File: src/rtl/assert_macros.svh
// ----------------------------------------------------------------------------
// Assertion macros
// Shared assertion macros for the ordered key/value table.
// ----------------------------------------------------------------------------
`ifndef ASSERT_MACROS_SVH
`define ASSERT_MACROS_SVH

// Concurrent assertion on an explicit clock and active-low reset.
`define OKVT_ASSERT_CLK(label, clk, rstn, prop, msg) \
    label: assert property (@(posedge clk) disable iff (!rstn) prop) else $error(msg);

// Concurrent assertion on the block clock and reset.
`define OKVT_ASSERT(label, prop, msg) \
    `OKVT_ASSERT_CLK(label, aclk, aresetn, prop, msg)

`endif

File: src/rtl/okvt_pkg.sv
// ----------------------------------------------------------------------------
// okvt_pkg
// Types and constants shared by the ordered key/value table modules.
// ----------------------------------------------------------------------------
package okvt_pkg;

    localparam int CAPACITY = 16;
    localparam int WORD_W   = 32;
    localparam int COUNT_W  = 5;

    typedef logic [WORD_W-1:0]  word_t;
    typedef logic [COUNT_W-1:0] count_t;

    localparam count_t CAP_COUNT = count_t'(CAPACITY);

    typedef enum logic [2:0] {
        OP_SET       = 3'd0,
        OP_GET       = 3'd1,
        OP_KEY_AT    = 3'd2,
        OP_VALUE_AT  = 3'd3,
        OP_DELETE    = 3'd4,
        OP_CLEAR     = 3'd5
    } opcode_t;

    typedef enum logic [1:0] {
        ST_IDLE,
        ST_WALK,
        ST_FINISH
    } ctrl_state_t;

    // A request travelling down the row of cells, one cell per cycle.
    typedef struct packed {
        logic    valid;
        opcode_t op;
        word_t   key;
        word_t   value;
        count_t  remaining;     // occupied cells still ahead, this one included
        count_t  pos_left;      // 1 at the cell addressed by an index request
        logic    allow_append;
        logic    found;
        logic    appended;
        word_t   data;
    } probe_t;

endpackage

File: src/rtl/okvt_cell.sv
// ----------------------------------------------------------------------------
// okvt_cell
// One table slot: holds a key and a value and acts on the passing request.
// ----------------------------------------------------------------------------
module okvt_cell (
    input  logic              aclk,
    input  logic              aresetn,
    input  okvt_pkg::probe_t  probe_in,
    output okvt_pkg::probe_t  probe_out,
    input  okvt_pkg::word_t   next_key,
    input  okvt_pkg::word_t   next_value,
    output okvt_pkg::word_t   cell_key,
    output okvt_pkg::word_t   cell_value
);

    okvt_pkg::probe_t probe_reg;
    okvt_pkg::word_t  key_reg;
    okvt_pkg::word_t  key_next;
    okvt_pkg::word_t  value_reg;
    okvt_pkg::word_t  value_next;
    logic             in_use;
    logic             key_hit;

    assign cell_key   = key_reg;
    assign cell_value = value_reg;
    assign in_use     = (probe_reg.remaining != '0);
    assign key_hit    = in_use && !probe_reg.found && (key_reg == probe_reg.key);

    always_comb begin
        probe_out  = probe_reg;
        key_next   = key_reg;
        value_next = value_reg;
        if (probe_reg.valid) begin
            case (probe_reg.op)
                okvt_pkg::OP_SET: begin
                    if (key_hit) begin
                        value_next      = probe_reg.value;
                        probe_out.found = 1'b1;
                    end else if (!in_use && !probe_reg.found && probe_reg.allow_append) begin
                        // First free slot: append here.
                        key_next           = probe_reg.key;
                        value_next         = probe_reg.value;
                        probe_out.found    = 1'b1;
                        probe_out.appended = 1'b1;
                    end
                end
                okvt_pkg::OP_GET: begin
                    if (key_hit) begin
                        probe_out.found = 1'b1;
                        probe_out.data  = value_reg;
                    end
                end
                okvt_pkg::OP_KEY_AT, okvt_pkg::OP_VALUE_AT: begin
                    if (in_use && probe_reg.pos_left == okvt_pkg::count_t'(1)) begin
                        probe_out.found = 1'b1;
                        probe_out.data  = (probe_reg.op == okvt_pkg::OP_KEY_AT) ?
                                          key_reg : value_reg;
                    end
                end
                okvt_pkg::OP_DELETE: begin
                    if (key_hit) begin
                        probe_out.found = 1'b1;
                        probe_out.data  = value_reg;
                    end
                    // From the deleted slot on, every slot takes its successor.
                    // The successor has not seen the request yet, so it still
                    // holds its old contents.
                    if (key_hit || probe_reg.found) begin
                        key_next   = next_key;
                        value_next = next_value;
                    end
                end
                default: begin
                end
            endcase
            if (in_use) begin
                probe_out.remaining = probe_reg.remaining - okvt_pkg::count_t'(1);
            end
            if (probe_reg.pos_left != '0) begin
                probe_out.pos_left = probe_reg.pos_left - okvt_pkg::count_t'(1);
            end
        end
    end

    always_ff @(posedge aclk) begin
        if (!aresetn) begin
            probe_reg <= '0;
        end else begin
            probe_reg <= probe_in;
        end
    end

    always_ff @(posedge aclk) begin
        key_reg   <= key_next;
        value_reg <= value_next;
    end

endmodule

File: config.mk
export PLATFORM = sky130hd
export DESIGN_NAME = okvt_cell
export DESIGN_NICKNAME = d
export VERILOG_FILES = /design/src/rtl/assert_macros.svh /design/src/rtl/okvt_pkg.sv /design/src/rtl/okvt_cell.sv
export SDC_FILE = /design/constraint.sdc
export NUM_CORES = 1
export LEC_CHECK = 0
export BUFFER_PORTS_ARGS = -buffer_cell sky130_fd_sc_hd__buf_2
export CAP_MARGIN = 20
export CORE_AREA = 4 4 138 140
export CTS_BUF_LIST = sky130_fd_sc_hd__clkbuf_16
export DETAILED_ROUTE_END_ITERATION = 10
export DIE_AREA = 0 0 142 144
export PLACE_DENSITY = 0.76
export SETUP_SLACK_MARGIN = 0.15
export SLEW_MARGIN = 20
export SYNTH_ARGS = -nofsm -noshare
export SYNTH_HDL_FRONTEND = slang
export SYNTH_SLANG_ARGS = --single-unit
File: constraint.sdc
create_clock -name aclk -period 5.05 [get_ports aclk]
set_clock_uncertainty 0.1 [all_clocks]
set_input_delay 0 -clock aclk [delete_from_list [all_inputs] [get_ports aclk]]
set_output_delay 0 -clock aclk [all_outputs]
set_load 0.03 [all_outputs]
==> parameters.txt <==
Parameter                              Value

Yosys
  Register bit total from synthesis ... 177
  Ranking of synthesized cells by area ... sky130_fd_sc_hd__dfxtp_1, sky130_fd_sc_hd__edfxtp_1, sky130_fd_sc_hd__and2_1
  Post-synthesis instance total ... 704
  Total nets after synthesis ... 888
  Synth warnings ... 0
  Cell variety after synth ... 44
  Post-synth EDFFs ... 64
  Predominant post-synthesis flop cell ... sky130_fd_sc_hd__dfxtp_1
  Netlist area before placement ... 7940 um2
  Avg Inst Size Synth ... 11.3 um2
  Share of async-settable or async-resettable flops after synthesis ... 0%
  Share of the synthesized area in the top cell type ... 28.5%
  Portion of the post-synthesis area used by sequential elements ... 52.7%
  Area leader, netlist ... sky130_fd_sc_hd__dfxtp_1

Die
  Die span in y ... 144 um
  # rows ... 49
  Total Die Area ... 20,400 um2
  Total I/O pin count ... 356
  Initial standard-cell utilization of the core ... 44.5%
  Die width ... 142 um
  Placeable core region ... 17,800 um2

Routing
  Iteration-0 DRC count of the detailed router ... 296
  Via count ... 6,948
  Met3 wire length ... 2070 um
  Drt wl/cell ... 19.9 um
  Top routing layer used ... met4
  Post-route DRC ... 0
  Drt via density ... 4.93
  Count of TritonRoute iterations in the first routing pass ... 5
  Remaining number of nets flagged by the antenna check after routing ... 0
  Routed wire length ... 28,000 um
  Routed metal-1 wirelength ... 10,700 um
  DR WL met2 ... 14,000 um

Critical path
  Critical Path AT ... 3820 ps
  Startpoint type of the worst setup path ... register
  Reg-to-reg critical path startpoint ... cell_key[6]$_DFFE_PP_
  Worst EP required ... 4950 ps
  Critical path peak fanout ... 18
  Type of the worst setup path ... reg -> out
  Worst setup path startpoint ... cell_key[6]$_DFFE_PP_
  CP endpoint kind ... primary output

Clocking
  Sink count of the clock tree ... 177
  Maximum root-to-sink buffer count ... 2
  Buffers inserted during post-CTS setup optimization ... 0
  Hold buffer count at cts ... 177
  TritonCTS clock tree ... done
  Root Driver ... sky130_fd_sc_hd__clkbuf_16
  Clock edge transition at the registers on the reported setup and hold paths ... 80 ps
  Number of CTS-inserted buffers ... 17
  Post-CTS resize count ... 0
  H-tree Lvls ... 4
  Clock latency reported for the late side of the worst-skew pair ... 430 ps

Placed design
  Pre-CTS worst setup slack ... 1600 ps
  Gp weighted congestion ... 0.822
  I/O Buffers ... 355
  Hpwl dp ... 18,900 um

Global routing
  Via count of the first global-routing pass ... 7,556
  Largest net degree at the start of global routing ... 114
  Total overflow reported by the global router ... 0
  Number of antenna violations at the first check in global routing ... 2
  Wire length of the first global-routing pass ... 42,000 um
  Overall track demand over capacity in global routing ... 27.1%

Power
  Leakage ... 5.46 nW
  Largest voltage drop on the vdd net ... 250 uV
  Power per standard cell area ... 286 nW/um2

Layout
  Commonest cells after routing, fill and taps aside ... sky130_fd_sc_hd__buf_2, sky130_fd_sc_hd__dlygate4sd3_1, sky130_fd_sc_hd__and2_1
  NumNets Final ... 1,349
  Area growth syn-to-layout ... 48.9%
  Number of flip-flops under the largest register name ... 69
  Fraction of final layout cells with drive strength greater than 1 ... 42.0%
  Most common cell after layout, fill and taps aside ... sky130_fd_sc_hd__buf_2

Run
  Number of maximum-capacitance violations ... 0

STA
  Share of the clock period used by the worst path after layout ... 77.6%
  Achievable Freq ... 255 MHz
  Tmin final ... 3920 ps
  Count of final max-slew check failures ... 0
  Final worst slack ... 1130 ps
  Sum Neg Setup Slack ... 0 ps
  Final-report setup violation count ... 0
  Setup repair after global routing missed its margin ... false
  Number of hold violations in the final report ... 0
  Max transition margin ... 34.6%
  Worst Tran Pin Value ... 980 ps

Min path
  Hold Path Class ... in -> reg
  Beginning of the worst hold path ... probe_in[57]

Run status
  Run status ... complete, no violations
## synth_stat cells, types with 5 or more instances
cell type,count
sky130_fd_sc_hd__a21o_1,6
sky130_fd_sc_hd__edfxtp_1,64
sky130_fd_sc_hd__inv_1,73
sky130_fd_sc_hd__dfxtp_1,113
sky130_fd_sc_hd__mux2_2,62
sky130_fd_sc_hd__clkbuf_1,22
sky130_fd_sc_hd__o21ai_0,5
sky130_fd_sc_hd__nor3_1,10
sky130_fd_sc_hd__xnor2_1,10
sky130_fd_sc_hd__and2_1,114
sky130_fd_sc_hd__nor2_1,6
sky130_fd_sc_hd__nand2_1,41
sky130_fd_sc_hd__buf_4,69
sky130_fd_sc_hd__o221ai_2,30
sky130_fd_sc_hd__ha_1,5
sky130_fd_sc_hd__nand3_1,5
sky130_fd_sc_hd__xor2_1,19
## worst max-delay path, cell delays in order, from the launching register on
cell	delay, ps
sky130_fd_sc_hd__edfxtp_1	430
sky130_fd_sc_hd__xnor2_1	260
sky130_fd_sc_hd__nand4_1	150
sky130_fd_sc_hd__or4_1	440
sky130_fd_sc_hd__or4_4	580
sky130_fd_sc_hd__a21oi_4	730
sky130_fd_sc_hd__buf_4	460
sky130_fd_sc_hd__o221ai_2	150
sky130_fd_sc_hd__buf_2	200
## path summary, 6_finish.rpt
check | endpoint | slack [ps] | depth (start not counted)
min | probe_out[57]$_SDFF_PN0_ | 210 | 3
min reg2reg | cell_value[20]$_DFFE_PP_ | 460 | 1
max reg2reg | cell_value[27]$_DFFE_PP_ | 1610 | 7
max | probe_out[16] | 1130 | 8
## logic make-up (layout without fill, tap and decap cells)
family	Yosys count	after routing	share of synthesized area (%)
XOR/XNOR	29	29	3.20
AO/OA/AOI/OAI	54	54	7.99
buffers and inverters	172	646	11.7
flip-flops	177	177	52.7
other	0	3	0
multiplexers	64	64	9.04
AND/OR/NAND/NOR	203	203	14.6
adder cells (fa/ha/maj)	5	5	0.788
## power by group
group          internal, mW  switching (mW)  total, mW
sequential             1.53          0.0369       1.57
combinational         0.268           0.264      0.532
clock                 0.656           0.621       1.28
## stage by stage
stage / power (mW) / util [%] / cell area [um2] / hold WS, ps / instances
5_1_grt: 3.51 / 66.3 / 11800 / 196 / 1409
6_report: 3.38 / 66.3 / 11800 / 207 / 1410
4_1_cts: 3.40 / 66.2 / 11800 / 185 / 1407
2_1_floorplan: 1.89 / - / 7940 / 21.7 / 704
3_3_place_gp: 2.01 / 53.0 / 9460 / 105 / 1198
3_5_place_dp: 2.02 / 53.1 / 9470 / 108 / 1198
## area by class of cell
cell class	count	area (um2)
clock buffers	17	425
multi-input cells	355	2890
well taps	229	287
repair buffers	540	3610
diodes	3	7.51
inverters	74	278
flip-flops and latches	177	4180
fillers	1317	6020
clock inverters	15	150
## layer usage
| metal | GRT usage (%) | vias up |
|---|---|---|
| li1 | - | 3219 |
| met1 | 30.9 | 3287 |
| met2 | 46.8 | 360 |
| met3 | 7.97 | 82 |
| met4 | 12.8 | 0 |
| met5 | 0 | - |
(Power assumes the default switching activity.)
