<file path="config.mk">
export PLATFORM = sky130hd
export DESIGN_NAME = okvt_ctrl
export DESIGN_NICKNAME = d
export VERILOG_FILES = /design/src/rtl/okvt_pkg.sv /design/src/rtl/okvt_ctrl.sv
export VERILOG_INCLUDE_DIRS = /design/src /design/src/rtl
export SDC_FILE = /design/constraint.sdc
export NUM_CORES = 1
export LEC_CHECK = 0
export BUFFER_PORTS_ARGS = -buffer_cell sky130_fd_sc_hd__buf_2
export CAP_MARGIN = 5
export CORE_AREA = 2 2 134 136
export DETAILED_ROUTE_END_ITERATION = 16
export DIE_AREA = 0 0 136 138
export PLACE_DENSITY = 0.59
export SLEW_MARGIN = 20
export SYNTH_ARGS = -nofsm -noshare
export SYNTH_HDL_FRONTEND = slang
export SYNTH_SLANG_ARGS = --single-unit
</file>
<file path="constraint.sdc">
create_clock -name aclk -period 3.3 [get_ports aclk]
set_input_delay 0.66 -clock aclk [delete_from_list [all_inputs] [get_ports aclk]]
set_output_delay 0.66 -clock aclk [all_outputs]
set_load 0.01 [all_outputs]
</file>
<file path="src/rtl/assert_macros.svh">
// ----------------------------------------------------------------------------
// Assertion macros
// Shared assertion macros for the ordered key/value table.
// ----------------------------------------------------------------------------
`ifndef ASSERT_MACROS_SVH
`define ASSERT_MACROS_SVH

// Concurrent assertion on an explicit clock and active-low reset.
`define OKVT_ASSERT_CLK(label, clk, rstn, prop, msg) \
    label: assert property (@(posedge clk) disable iff (!rstn) prop) else $error(msg);

// Concurrent assertion on the block clock and reset.
`define OKVT_ASSERT(label, prop, msg) \
    `OKVT_ASSERT_CLK(label, aclk, aresetn, prop, msg)

`endif

</file>
<file path="src/rtl/okvt_pkg.sv">
// ----------------------------------------------------------------------------
// okvt_pkg
// Types and constants shared by the ordered key/value table modules.
// ----------------------------------------------------------------------------
package okvt_pkg;

    localparam int CAPACITY = 16;
    localparam int WORD_W   = 32;
    localparam int COUNT_W  = 5;

    typedef logic [WORD_W-1:0]  word_t;
    typedef logic [COUNT_W-1:0] count_t;

    localparam count_t CAP_COUNT = count_t'(CAPACITY);

    typedef enum logic [2:0] {
        OP_SET       = 3'd0,
        OP_GET       = 3'd1,
        OP_KEY_AT    = 3'd2,
        OP_VALUE_AT  = 3'd3,
        OP_DELETE    = 3'd4,
        OP_CLEAR     = 3'd5
    } opcode_t;

    typedef enum logic [1:0] {
        ST_IDLE,
        ST_WALK,
        ST_FINISH
    } ctrl_state_t;

    // A request travelling down the row of cells, one cell per cycle.
    typedef struct packed {
        logic    valid;
        opcode_t op;
        word_t   key;
        word_t   value;
        count_t  remaining;     // occupied cells still ahead, this one included
        count_t  pos_left;      // 1 at the cell addressed by an index request
        logic    allow_append;
        logic    found;
        logic    appended;
        word_t   data;
    } probe_t;

endpackage

</file>
<file path="src/rtl/okvt_ctrl.sv">
// ----------------------------------------------------------------------------
// okvt_ctrl
// Request sequencer: launches requests into the cell row, keeps the entry
// count and the limit register, and holds the result register.
// ----------------------------------------------------------------------------
`include "assert_macros.svh"

module okvt_ctrl (
    input  logic              aclk,
    input  logic              aresetn,
    input  logic              s_valid,
    output logic              s_ready,
    input  logic [2:0]        s_opcode,
    input  okvt_pkg::word_t   s_key,
    input  okvt_pkg::word_t   s_entry_value,
    input  okvt_pkg::count_t  s_position,
    output logic              m_valid,
    input  logic              m_ready,
    output logic              m_ok,
    output okvt_pkg::word_t   m_data,
    output okvt_pkg::count_t  m_count,
    input  logic              cfg_valid,
    output logic              cfg_ready,
    input  okvt_pkg::count_t  cfg_data,
    output okvt_pkg::probe_t  chain_in,
    input  okvt_pkg::probe_t  chain_out
);

    okvt_pkg::ctrl_state_t state_reg;
    okvt_pkg::ctrl_state_t state_next;
    okvt_pkg::count_t      count_reg;
    okvt_pkg::count_t      count_next;
    okvt_pkg::count_t      limit_reg;
    okvt_pkg::count_t      eff_limit;
    logic                  m_valid_reg;
    logic                  m_ok_reg;
    okvt_pkg::word_t       m_data_reg;
    okvt_pkg::count_t      m_count_reg;
    logic                  pend_ok_reg;
    logic                  pend_ok_next;
    okvt_pkg::word_t       pend_data_reg;
    okvt_pkg::word_t       pend_data_next;
    okvt_pkg::count_t      pend_count_reg;
    okvt_pkg::count_t      pend_count_next;
    okvt_pkg::opcode_t     req_op;
    logic                  accept;
    logic                  walk_op;
    logic                  load_out;

    assign req_op    = okvt_pkg::opcode_t'(s_opcode);
    assign eff_limit = (limit_reg > okvt_pkg::CAP_COUNT) ? okvt_pkg::CAP_COUNT : limit_reg;
    assign walk_op   = (req_op == okvt_pkg::OP_SET)      || (req_op == okvt_pkg::OP_GET)
                    || (req_op == okvt_pkg::OP_KEY_AT)   || (req_op == okvt_pkg::OP_VALUE_AT)
                    || (req_op == okvt_pkg::OP_DELETE);

    // Output decode.
    always_comb begin
        s_ready   = (state_reg == okvt_pkg::ST_IDLE);
        accept    = s_valid && s_ready;
        load_out  = (state_reg == okvt_pkg::ST_FINISH) && (!m_valid_reg || m_ready);
        cfg_ready = 1'b1;

        chain_in              = '0;
        chain_in.valid        = accept && walk_op;
        chain_in.op           = req_op;
        chain_in.key          = s_key;
        chain_in.value        = s_entry_value;
        chain_in.remaining    = count_reg;
        chain_in.pos_left     = s_position;
        chain_in.allow_append = (count_reg < eff_limit);
    end

    // Next state.
    always_comb begin
        state_next = state_reg;
        case (state_reg)
            okvt_pkg::ST_IDLE: begin
                if (accept) begin
                    state_next = walk_op ? okvt_pkg::ST_WALK : okvt_pkg::ST_FINISH;
                end
            end
            okvt_pkg::ST_WALK: begin
                if (chain_out.valid) begin
                    state_next = okvt_pkg::ST_FINISH;
                end
            end
            okvt_pkg::ST_FINISH: begin
                if (load_out) begin
                    state_next = okvt_pkg::ST_IDLE;
                end
            end
            default: begin
                state_next = okvt_pkg::ST_IDLE;
            end
        endcase
    end

    // Pending result and count.
    always_comb begin
        pend_ok_next    = pend_ok_reg;
        pend_data_next  = pend_data_reg;
        pend_count_next = pend_count_reg;
        count_next      = count_reg;
        if (accept && !walk_op) begin
            if (req_op == okvt_pkg::OP_CLEAR) begin
                pend_ok_next    = 1'b1;
                pend_count_next = '0;
            end else begin
                pend_ok_next    = 1'b0;
                pend_count_next = count_reg;
            end
            pend_data_next = '0;
        end else if (state_reg == okvt_pkg::ST_WALK && chain_out.valid) begin
            pend_ok_next   = chain_out.found;
            pend_data_next = chain_out.data;
            if (chain_out.appended) begin
                pend_count_next = count_reg + okvt_pkg::count_t'(1);
            end else if (chain_out.op == okvt_pkg::OP_DELETE && chain_out.found) begin
                pend_count_next = count_reg - okvt_pkg::count_t'(1);
            end else begin
                pend_count_next = count_reg;
            end
        end
        if (load_out) begin
            count_next = pend_count_reg;
        end
    end

    always_ff @(posedge aclk) begin
        if (!aresetn) begin
            state_reg   <= okvt_pkg::ST_IDLE;
            count_reg   <= '0;
            limit_reg   <= okvt_pkg::CAP_COUNT;
            m_valid_reg <= 1'b0;
        end else begin
            state_reg <= state_next;
            count_reg <= count_next;
            if (cfg_valid && cfg_ready) begin
                limit_reg <= cfg_data;
            end
            if (load_out) begin
                m_valid_reg <= 1'b1;
            end else if (m_ready) begin
                m_valid_reg <= 1'b0;
            end
        end
    end

    always_ff @(posedge aclk) begin
        pend_ok_reg    <= pend_ok_next;
        pend_data_reg  <= pend_data_next;
        pend_count_reg <= pend_count_next;
        if (load_out) begin
            m_ok_reg    <= pend_ok_reg;
            m_data_reg  <= pend_data_reg;
            m_count_reg <= pend_count_reg;
        end
    end

    assign m_valid = m_valid_reg;
    assign m_ok    = m_ok_reg;
    assign m_data  = m_data_reg;
    assign m_count = m_count_reg;

    `OKVT_ASSERT(a_count_bounded, count_reg <= okvt_pkg::CAP_COUNT, "entry count above capacity")
    `OKVT_ASSERT(a_chain_out_in_walk, chain_out.valid |-> state_reg == okvt_pkg::ST_WALK, "request left the cell row outside a walk")
    `OKVT_ASSERT(a_count_moves_on_load, !$stable(count_reg) |-> $past(load_out), "entry count changed without a result")

endmodule

</file>
==> summary.md, run 1 <==
| Metric | Value |
|---|---|
| Worst-path clk slew | 0.06 ns |
| Hold path start | pend_data_reg[20]$_SDFFE_PP0P_ |
| GRT Total Usage | 0.107 |
| ANT nets after route | 0 |
| # fillers | 1891 |
| Unrepaired setup endpoints after global routing | no |
| Global-route met2 utilization | 0.180 |
| Final slew viol count | 0 |
| DP HPWL | 8420 um |
| Final WS setup | 0.940 ns |
| TritonCTS buffer count | 9 |
| Max transition margin | 0.580 |
| Syn_area_per_cell | 10.3 sq um |
| Yosys top cell area share | 0.317 |
| # hold bufs at CTS | 0 |
| CP max FO | 5 |
| Met3 Use GR | 0.0697 |
| Flip-flop and latch area | 2220 sq um |
| CTS tree | built |
| Simple-gate area share of the yosys netlist | 0.118 |
| Clock sink count | 89 |
| Placed cells | 648 |
| VDD IR max | 220 uV |
| Final #Nets | 631 |
| Clock Skews | 0.00973 ns |
| Finished Core Util | 0.259 |
| Crit-path max cell delay | 0.31 ns |
| Port bufs | 100 |
| Delay-heaviest family, CP | compound AO/OA/AOI/OAI gates |
| RR Endpoint | pend_count_reg[4]$_DFFE_PP_ |
| Area share of fa/ha/maj cells after synthesis | 0.0180 |
| Ys async rst share | 0 |
| Buf/Inv on CP | 2 |
| CTS H-Tree Depth | 3 |
| Power consumption | 2.55 mW |
| Max cap viols | 0 |
| Synth Area in Compound Gates | 0.0926 |
| Part of the cycle the worst path needs | 0.715 |
| Top FF cell, synth | dfxtp_1 |
| Die width | 136 um |
| Post-route cell area | 4540 sq um |
| Hold WS | 0.424 ns |
| Worst Path Arrival | 1.70 ns |
| Vias | 2645 |
| Worst-path cell chain | inv_1 -> nand2_1 -> ha_1 -> a21o_1 -> a21oi_1 -> o21a_1 -> buf_2 |
| Routed wire length | 10600 um |
| Top post-synthesis cells by count | 107 x buf_4, 70 x nand2_1, 45 x dfxtp_1, 44 x edfxtp_1, 36 x a21oi_1 |
| Multiplexer share of the synthesized area | 0.0216 |
| Synth Area in XOR/XNOR | 0 |
| Sum Neg Setup Slack | 0 ns |
| Fin crit period | 2.36 ns |
| Die height | 138 um |
| Worst-Margin Slew | 0.623 ns |
| DRC | 0 |
| WL/cell | 15.9 um |
| Clk Tree Root Cell | clkbuf_16 |
| Worst min path class | flop to flop |
| DP Area | 4240 sq um |
| Hold Path Depth | 0 |
| CTS max path bufs | 2 |
| Largest family of logic cells by synthesized area | buffers and inverters |
| Fin cells | 665 |
| Syn-to-layout area delta | 9.02% |
| Vias per inst | 3.98 |
| Number of hold violations in the final report | 0 |
| Worst Reg-to-Reg Cells | 5 |
| Post-synth top area cell | edfxtp_1 |
| Global route hottest layer | met2 |
| CP endpoint kind | output pin |
| Count leader, synth | buf_4 |
| Area contributors post-synth | edfxtp_1 32%, dfxtp_1 22%, buf_4 19%, nand2_1 6.3%, a21oi_1 4.3% |
| Layout cell share with drive strength beyond 1 | 0.280 |
| R2R Path Start | count_reg[0]$_SDFFE_PN0P_ |
| Mapped Cells | 404 |
| Netlist cell types | 40 |
| Aggregate global routing overflow | 0 |
| Type of origin of the critical path | flop |
| Crit path required time | 2.64 ns |
| Status | completed |
| Core area | 17500 sq um |
| Post_cts resized | 0 |
| 1st-iter DRT viols | 104 |
| Synth Register Bits | 89 |
| Drt pass-1 iters | 4 |
| Initial antenna violation count | 1 |
| Cell Area, Synth | 4160 sq um |
| Cell Pwr Density | 563 nW/um^2 |
| Post-CTS setup buffer count | 0 |
| Clk_lat worst skew | 0.33 ns |
| Number of warnings issued by yosys | 0 |
| EDFF count, synth | 44 |
| CP max-delay cell | dfxtp_1 |
| Number of endpoints failing setup at the final stage | 0 |
| Worst-case hold path end point | m_data[20]$_DFFE_PP_ |
| Die ar. | 18800 sq um |
| Met1 usage | 0.107 |
| Area occupied by multi-input gates | 1180 sq um |
| Seq/Total Area, Yosys | 0.534 |
| I/O Pins | 349 |
| Vias in the first global route | 2356 |
| Place WS | 1.10 ns |
| GP Congestion | 0.766 |
| R2R setup slack | 1.34 ns |
| Global-route wire length before repair | 14900 um |
| Maximum number of pins on one net before global-route repair | 39 |
| Fmax | 0.424 GHz |
| Leakage | 1.83 nW |
| Worst Setup Path Type | flop to output pin |
| Std-Cell Rows | 49 |
| Initial core utilization | 0.237 |
==> logic make-up after synthesis <==
group                    Yosys count
AO/OA/AOI/OAI                     66
adder cells (fa/ha/maj)            6
buffers and inverters            127
flip-flops                        89
multiplexers                       9
other                              2
AND/OR/NAND/NOR                  105
==> routing by layer <==
layer | wire (um) | vias to the layer above
met5 | 0 | -
met4 | 182 | 0
met3 | 1740 | 15
met2 | 5040 | 208
met1 | 3610 | 1140
li1 | - | 1282
==> worst max-delay path by stage <==
stage / cells past startpoint / end / slack (ns) / from
global route: 7 / chain_in[34] / 0.84 / limit_reg[4]$_SDFFE_PN1P_
CTS: 7 / chain_in[34] / 0.91 / limit_reg[4]$_SDFFE_PN1P_
floorplan: 2 / m_count[0]$_DFFE_PP_ / 0.50 / m_ready
detailed placement: 4 / chain_in[112] / 1.10 / s_valid
global placement: 4 / chain_in[112] / 1.10 / s_valid
finish: 7 / chain_in[34] / 0.94 / limit_reg[4]$_SDFFE_PN1P_
==> cell usage in the layout, fill, tap and decap left out, types with 2 or more instances in the layout <==
cell type,synthesis,layout
nand4_1,2,2
o21a_1,2,2
edfxtp_1,44,44
a222oi_1,2,2
nor2_1,4,3
conb_1,2,35
a21oi_1,36,36
nor3b_1,2,2
nand3b_1,2,2
a21boi_0,7,7
nand2b_1,2,2
mux2i_1,9,9
inv_1,5,5
clkbuf_16,0,9
o21ai_0,10,10
clkinv_4,0,2
nor2b_1,8,8
nand3_1,6,6
buf_2,5,100
nand2_1,70,70
dfxtp_1,45,45
buf_4,107,4
ha_1,6,6
a31oi_1,2,2
==> cell type report <==
cell class                 count  share of cell area
sequential                    89               0.490
multi-input combinational    221               0.260
timing repair buffer         104               0.117
tap                          229              0.0631
clock buffer                  10              0.0505
clock inverter                 6              0.0152
inverter                       5             0.00414
antenna                        1            0.000551
==> power breakdown <==
part	switching, mW	internal (mW)
logic	0.147	0.101
clock network	0.407	0.590
registers	0.0413	1.27
total	0.596	1.96
No activity file was read; power rests on OpenSTA's default activity.
==> inputs of run 2 (changes only) <==
--- a/config.mk
+++ b/config.mk
@@ -6,12 +6,13 @@
 export SDC_FILE = /design/constraint.sdc
 export NUM_CORES = 1
 export LEC_CHECK = 0
+export ABC_AREA = 1
 export BUFFER_PORTS_ARGS = -buffer_cell sky130_fd_sc_hd__buf_2
 export CAP_MARGIN = 5
-export CORE_AREA = 2 2 134 136
+export CORE_AREA = 2 2 135 137
 export DETAILED_ROUTE_END_ITERATION = 16
-export DIE_AREA = 0 0 136 138
-export PLACE_DENSITY = 0.59
+export DIE_AREA = 0 0 137 139
+export PLACE_DENSITY = 0.61
 export SLEW_MARGIN = 20
 export SYNTH_ARGS = -nofsm -noshare
 export SYNTH_HDL_FRONTEND = slang
==> constraint.sdc (replaced) <==
create_clock -name aclk -period 2 [get_ports aclk]
set_input_delay 0.4 -clock aclk [delete_from_list [all_inputs] [get_ports aclk]]
set_output_delay 0.4 -clock aclk [all_outputs]
set_load 0.01 [all_outputs]
==> run 2 against run 1 <==
Critical path type unchanged. Worst hold slack worse by 0.15 ns. Critical endpoint unchanged. The flow now finishes with violations (negative setup slack). Via count up 4.4%. Synthesized cell count up 15%.
==> summary.md, run 2 <==
| Metric | Value |
|---|---|
| Status | finished, violations left |
| Failing checks | negative setup slack |
| Initial core utilization | 0.242 |
| Top post-synthesis cells by count | 107 x buf_4, 87 x nor2_1, 49 x inv_1, 45 x dfxtp_1, 44 x edfxtp_1 |
| Global-route wire length before repair | 12700 um |
| Die width | 137 um |
| Number of endpoints failing setup at the final stage | 1 |
| Vias | 2761 |
| Area share of fa/ha/maj cells after synthesis | 0.0176 |
| Max cap viols | 0 |
| Final WS setup | -0.0981 ns |
| CP endpoint kind | output pin |
| CP max FO | 2 |
| GRT Total Usage | 0.0887 |
| DP HPWL | 6170 um |
| Layout cell share with drive strength beyond 1 | 0.257 |
| Synth Register Bits | 89 |
| Multiplexer share of the synthesized area | 0 |
| Commonest non-fill, non-tap cell in the layout | buf_2 |
| Yosys top cell area share | 0.309 |
| 1st-iter DRT viols | 159 |
| Clk Tree Root Cell | clkbuf_16 |
| Delay-heaviest family, CP | simple AND/OR/NAND/NOR gates |
| GP Congestion | 0.712 |
| Vias in the first global route | 2471 |
| Flip-flop and latch area | 2220 sq um |
| Placed cells | 713 |
| Worst Setup Path Type | flop to output pin |
| Std-Cell Rows | 49 |
| DRC | 0 |
| Largest family of logic cells by synthesized area | buffers and inverters |
| Area occupied by multi-input gates | 1080 sq um |
| Final #Nets | 697 |
| Die height | 139 um |
| Post-synth top area cell | edfxtp_1 |
| Vias per inst | 3.78 |
| Number of warnings issued by yosys | 0 |
| Cell Area, Synth | 4270 sq um |
| TritonCTS buffer count | 9 |
| ANT nets after route | 0 |
| Netlist cell types | 23 |
| Drt pass-1 iters | 4 |
| Sum Neg Setup Slack | -0.0981 ns |
| Cell Pwr Density | 963 nW/um^2 |
| Finished Core Util | 0.264 |
| Simple-gate area share of the yosys netlist | 0.136 |
| Ys async rst share | 0 |
| Commonest non-fill, non-tap cells in the layout | 100 x buf_2, 87 x nor2_1, 49 x inv_1 |
| Aggregate global routing overflow | 0 |
| Crit path required time | 1.60 ns |
| Part of the cycle the worst path needs | 1.05 |
| Antenna diode count | 0 |
| VDD IR max | 370 uV |
| Synth Area in Compound Gates | 0.0694 |
| Mapped Cells | 463 |
| Seq/Total Area, Yosys | 0.520 |
| Clock sink count | 89 |
| Core area | 17700 sq um |
| Type of origin of the critical path | flop |
| Clock Skews | 0.0125 ns |
| Worst Path Arrival | 1.70 ns |
| CTS H-Tree Depth | 3 |
| Final slew viol count | 0 |
| Worst-path cell chain | nor2_1 -> nand2_1 -> nand2_1 -> nand2_1 -> ha_1 -> nand2_1 -> nor2_1 -> nand2_1 -> o211a_1 -> buf_2 |
| Number of hold violations in the final report | 0 |
| Routed wire length | 8530 um |
| Worst min path class | input pin to flop |
| Worst-path clk slew | 0.07 ns |
| Unrepaired setup endpoints after global routing | yes |
| Buf/Inv on CP | 1 |
| CP max-delay cell | dfxtp_2 |
| CP most frequent cell | nand2_1 |
| CTS tree | built |
| Count leader, synth | buf_4 |
| Fin crit period | 2.10 ns |
| Leakage | 2.24 nW |
| Synth Area in XOR/XNOR | 0 |
| Syn_area_per_cell | 9.23 sq um |
| Area contributors post-synth | edfxtp_1 31%, dfxtp_1 21%, buf_4 19%, nor2_1 7.6%, inv_1 4.3% |
| Initial antenna violation count | 0 |
| Clk_lat worst skew | 0.35 ns |
| # fillers | 1918 |
| I/O Pins | 349 |
| Maximum number of pins on one net before global-route repair | 36 |
| Syn-to-layout area delta | 9.02% |
| Fin cells | 730 |
| CTS max path bufs | 2 |
| Crit-path max cell delay | 0.32 ns |
| EDFF count, synth | 44 |
| Port bufs | 100 |
| Fmax | 0.477 GHz |
| Top FF cell, synth | dfxtp_1 |
| Die ar. | 19000 sq um |
| WL/cell | 11.7 um |
==> run 2: changes by cell type after synthesis, moves of 4 or more <==
cell and delta:
a21boi_0 -7, a21oi_1 -26, buf_6 +6, clkbuf_1 -9, inv_1 +44, mux2i_1 -9
nand2_1 -32, nand3_1 +4, nor2_1 +83, nor2b_1 -8, o21ai_0 +5, o21ai_1 +31
==> run 2: timing repair <==
action                     4_1_cts  5_1_grt
setup buffers                    1        0
hold endpoints to repair         0        0
setup endpoints to repair        1        1
hold buffers                     0        0
resized for setup                2        0
pin swaps                        2        1
cloned                           0        0
==> run 2: path summary, 6_finish.rpt <==
check / from / endpoint / slack (ns) / depth (start not counted)
max: limit_reg[3]$_SDFFE_PN0P_ / chain_in[34] / -0.1 / 10
min: cfg_data[2] / limit_reg[2]$_SDFFE_PN0P_ / 0.27 / 3
max reg2reg: count_reg[1]$_SDFFE_PN0P_ / pend_count_reg[1]$_DFFE_PP_ / 0.50 / 7
min reg2reg: pend_ok_reg$_DFFE_PP_ / m_ok$_DFFE_PP_ / 0.42 / 0
==> run 2: cell type report <==
class                           instances  area share
Sequential cell                        89       0.477
Multi-Input combinational cell        239       0.232
Timing Repair Buffer                  106       0.122
Tap cell                              229      0.0615
Clock buffer                           10      0.0491
Inverter                               51      0.0416
Clock inverter                          6      0.0156
==> run 2: logic make-up after synthesis <==
kind of cell | after synthesis
buffers and inverters | 168
AND/OR/NAND/NOR | 140
flip-flops | 89
AO/OA/AOI/OAI | 58
adder cells (fa/ha/maj) | 6
other | 2
==> run 2: routing by layer <==
| layer | track usage | wire length, um | share of wire |
|---|---|---|---|
| met1 | 0.102 | 3650 | 0.43 |
| met2 | 0.133 | 3710 | 0.43 |
| met3 | 0.0424 | 903 | 0.11 |
| met4 | 0.0532 | 275 | 0.032 |
| met5 | 0 | 0 | 0 |
==> run 2: metrics by stage <==
| stage | area (sq um) | total power [mW] | worst slack, ns | hold WS (ns) |
|---|---|---|---|---|
| after floorplan | 4400 | 2.82 | 0.0628 | 0.400 |
| after global placement | 4350 | 2.81 | 0.269 | 0.405 |
| after detailed placement | 4350 | 2.83 | 0.247 | 0.407 |
| after CTS | 4660 | 4.58 | -0.132 | 0.251 |
| after global routing | 4660 | 4.74 | -0.229 | 0.256 |
| final | 4660 | 4.49 | -0.0981 | 0.273 |
==> run 2: power by group <==
part | internal (mW) | leakage (nW) | switching [mW] | total (mW)
combinational | 0.208 | 1.31 | 0.320 | 0.528
sequential | 2.16 | 0.783 | 0.0950 | 2.25
clock | 0.986 | 0.149 | 0.720 | 1.71
total | 3.35 | 2.24 | 1.14 | 4.49
==> run 2: worst reg2reg max path, delay by kind of cell (launching register included) <==
family / cells / cell delay (ns)
simple gates: 4 / 0.31
flops: 1 / 0.49
fa+ha+maj: 1 / 0.29
buf+inv: 2 / 0.17
==> inputs of run 3 (changes only) <==
--- a/config.mk
+++ b/config.mk
@@ -9,10 +9,10 @@
 export ABC_AREA = 1
 export BUFFER_PORTS_ARGS = -buffer_cell sky130_fd_sc_hd__buf_2
 export CAP_MARGIN = 5
-export CORE_AREA = 2 2 135 137
+export CORE_AREA = 4 4 134 136
 export DETAILED_ROUTE_END_ITERATION = 16
-export DIE_AREA = 0 0 137 139
-export PLACE_DENSITY = 0.61
+export DIE_AREA = 0 0 138 140
+export PLACE_DENSITY = 0.63
 export SLEW_MARGIN = 20
 export SYNTH_ARGS = -nofsm -noshare
 export SYNTH_HDL_FRONTEND = slang
==> run 3 against run 2 <==
The flow still finishes with violations (negative setup slack). First-iteration DRC count fell by 14%. Sequential share of layout area barely moved. Fmax rose by 2.1%. Worst hold slack barely moved. Largest cell class unchanged. Clock power fell by 5%. Clock skew fell by 0.0018 ns. Wire length rose by 4.7%. Highest routed layer unchanged. Cell area rose by 0.16%. Largest power group unchanged. Setup slack improved by 0.044 ns. Utilization rose by 1.2 points. Critical path type unchanged. Critical path depth did not move.
==> summary.md, run 3 (synthesis results as in run 2) <==
| Metric | Value |
|---|---|
| Clk Tree Root Cell | clkbuf_16 |
| Fin crit period | 2.05 ns |
| VDD IR max | 447 uV |
| Failing checks | negative setup slack |
| Worst Setup Path Type | flop to output pin |
| Clock Skews | 0.0107 ns |
| Fmax | 0.487 GHz |
| Die width | 138 um |
| TritonCTS buffer count | 9 |
| Max cap viols | 0 |
| Vias per inst | 3.77 |
| Global-route wire length before repair | 14000 um |
| Clk_lat worst skew | 0.33 ns |
| Number of endpoints failing setup at the final stage | 1 |
| Die ar. | 19300 sq um |
| Commonest non-fill, non-tap cell in the layout | buf_2 |
| Cell Pwr Density | 947 nW/um^2 |
| Crit path required time | 1.60 ns |
| Place WS | 0.275 ns |
| Vias in the first global route | 2649 |
| Aggregate global routing overflow | 0 |
| Layout cell share with drive strength beyond 1 | 0.264 |
| Worst Path Arrival | 1.65 ns |
| ANT nets after route | 0 |
| Clock sink count | 89 |
| Port bufs | 100 |
| CTS tree | built |
| CTS H-Tree Depth | 3 |
| Type of origin of the critical path | flop |
| 1st-iter DRT viols | 136 |
| Routed wire length | 8930 um |
| Worst-path clk slew | 0.07 ns |
| WL/cell | 12.3 um |
| Commonest non-fill, non-tap cells in the layout | 100 x buf_2, 86 x nor2_1, 49 x inv_1 |
| # hold bufs at CTS | 0 |
| Leakage | 2.25 nW |
| DP HPWL | 6630 um |
| Syn-to-layout area delta | 9.19% |
| Finished Core Util | 0.276 |
| Worst min path class | input pin to flop |
| GRT Total Usage | 0.0914 |
| Final #Nets | 699 |
| Hold WS | 0.273 ns |
| Initial antenna violation count | 0 |
| Unrepaired setup endpoints after global routing | yes |
| Part of the cycle the worst path needs | 1.03 |
| CP max FO | 2 |
| Final slew viol count | 0 |
| Antenna diode count | 0 |
| I/O Pins | 349 |
| Status | finished, violations left |
| Die height | 140 um |
| Std-Cell Rows | 48 |
| Initial core utilization | 0.252 |
| GP Congestion | 0.736 |
| Number of hold violations in the final report | 0 |
| Maximum number of pins on one net before global-route repair | 39 |
| CTS max path bufs | 2 |
| DRC | 0 |
| DP Area | 4340 sq um |
| Sum Neg Setup Slack | -0.0541 ns |
| Vias | 2747 |
| # fillers | 1831 |
| CP endpoint kind | output pin |
| Final WS setup | -0.0541 ns |
| Post-route cell area | 4670 sq um |
| Core area | 16900 sq um |
| Drt pass-1 iters | 4 |
## run 3: timing repair
| action | CTS | global route |
|---|---|---|
| endpoints found under the hold margin | 0 | 0 |
| pin swaps | 4 | 2 |
| gates resized for setup | 4 | 1 |
| buffers inserted | 3 | 0 |
| setup endpoints to repair | 1 | 1 |
## run 3: worst max-delay path: stages (launching register included)
cell     delay (ns)
dfxtp_2        0.32
nor2_1         0.09
nand2_1        0.05
nand2_1        0.07
nand2_1        0.06
ha_1           0.27
nand2_1        0.04
nor2_1         0.09
nand2_1        0.05
o211a_1        0.13
buf_2          0.14
## run 3: final timing paths
kind                        startpoint                     endpoint  slack, ns  cells after the start
max          limit_reg[1]$_SDFFE_PN0P_                 chain_in[34]      -0.05                     10
min                        cfg_data[4]    limit_reg[4]$_SDFFE_PN1P_       0.27                      3
max reg2reg  count_reg[1]$_SDFFE_PN0P_  pend_count_reg[1]$_DFFE_PP_       0.49                      7
min reg2reg      pend_ok_reg$_DFFE_PP_               m_ok$_DFFE_PP_       0.42                      0
## run 3: power breakdown
group	leakage, nW	internal [mW]	total [mW]	switching (mW)
logic	1.32	0.211	0.534	0.322
registers	0.784	2.16	2.25	0.0943
clock network	0.145	0.958	1.63	0.672
total	2.25	3.33	4.42	1.09
## run 3: area by class of cell
cell class	count	area (sq um)	share of cell area
tap	225	282	0.0603
clock buffer	13	272	0.0582
inverter	51	194	0.0416
clock inverter	3	22.5	0.00483
sequential	89	2230	0.477
timing repair buffer	108	586	0.125
multi-input combinational	239	1080	0.232
## run 3: layer usage
metal  global-route usage  vias to the layer above  wire [um]
met5                    0                        -          0
met4               0.0478                        0        359
met3               0.0396                       41        825
met2                0.146                      122       4020
met1                0.104                     1196       3730
li1                     -                     1388          -
## run 3: through the flow
stage | power [mW] | instances
5_1_grt | 4.68 | 728
4_1_cts | 4.48 | 728
3_5_place_dp | 2.83 | 709
2_1_floorplan | 2.82 | 496
3_3_place_gp | 2.81 | 709
6_report | 4.42 | 728
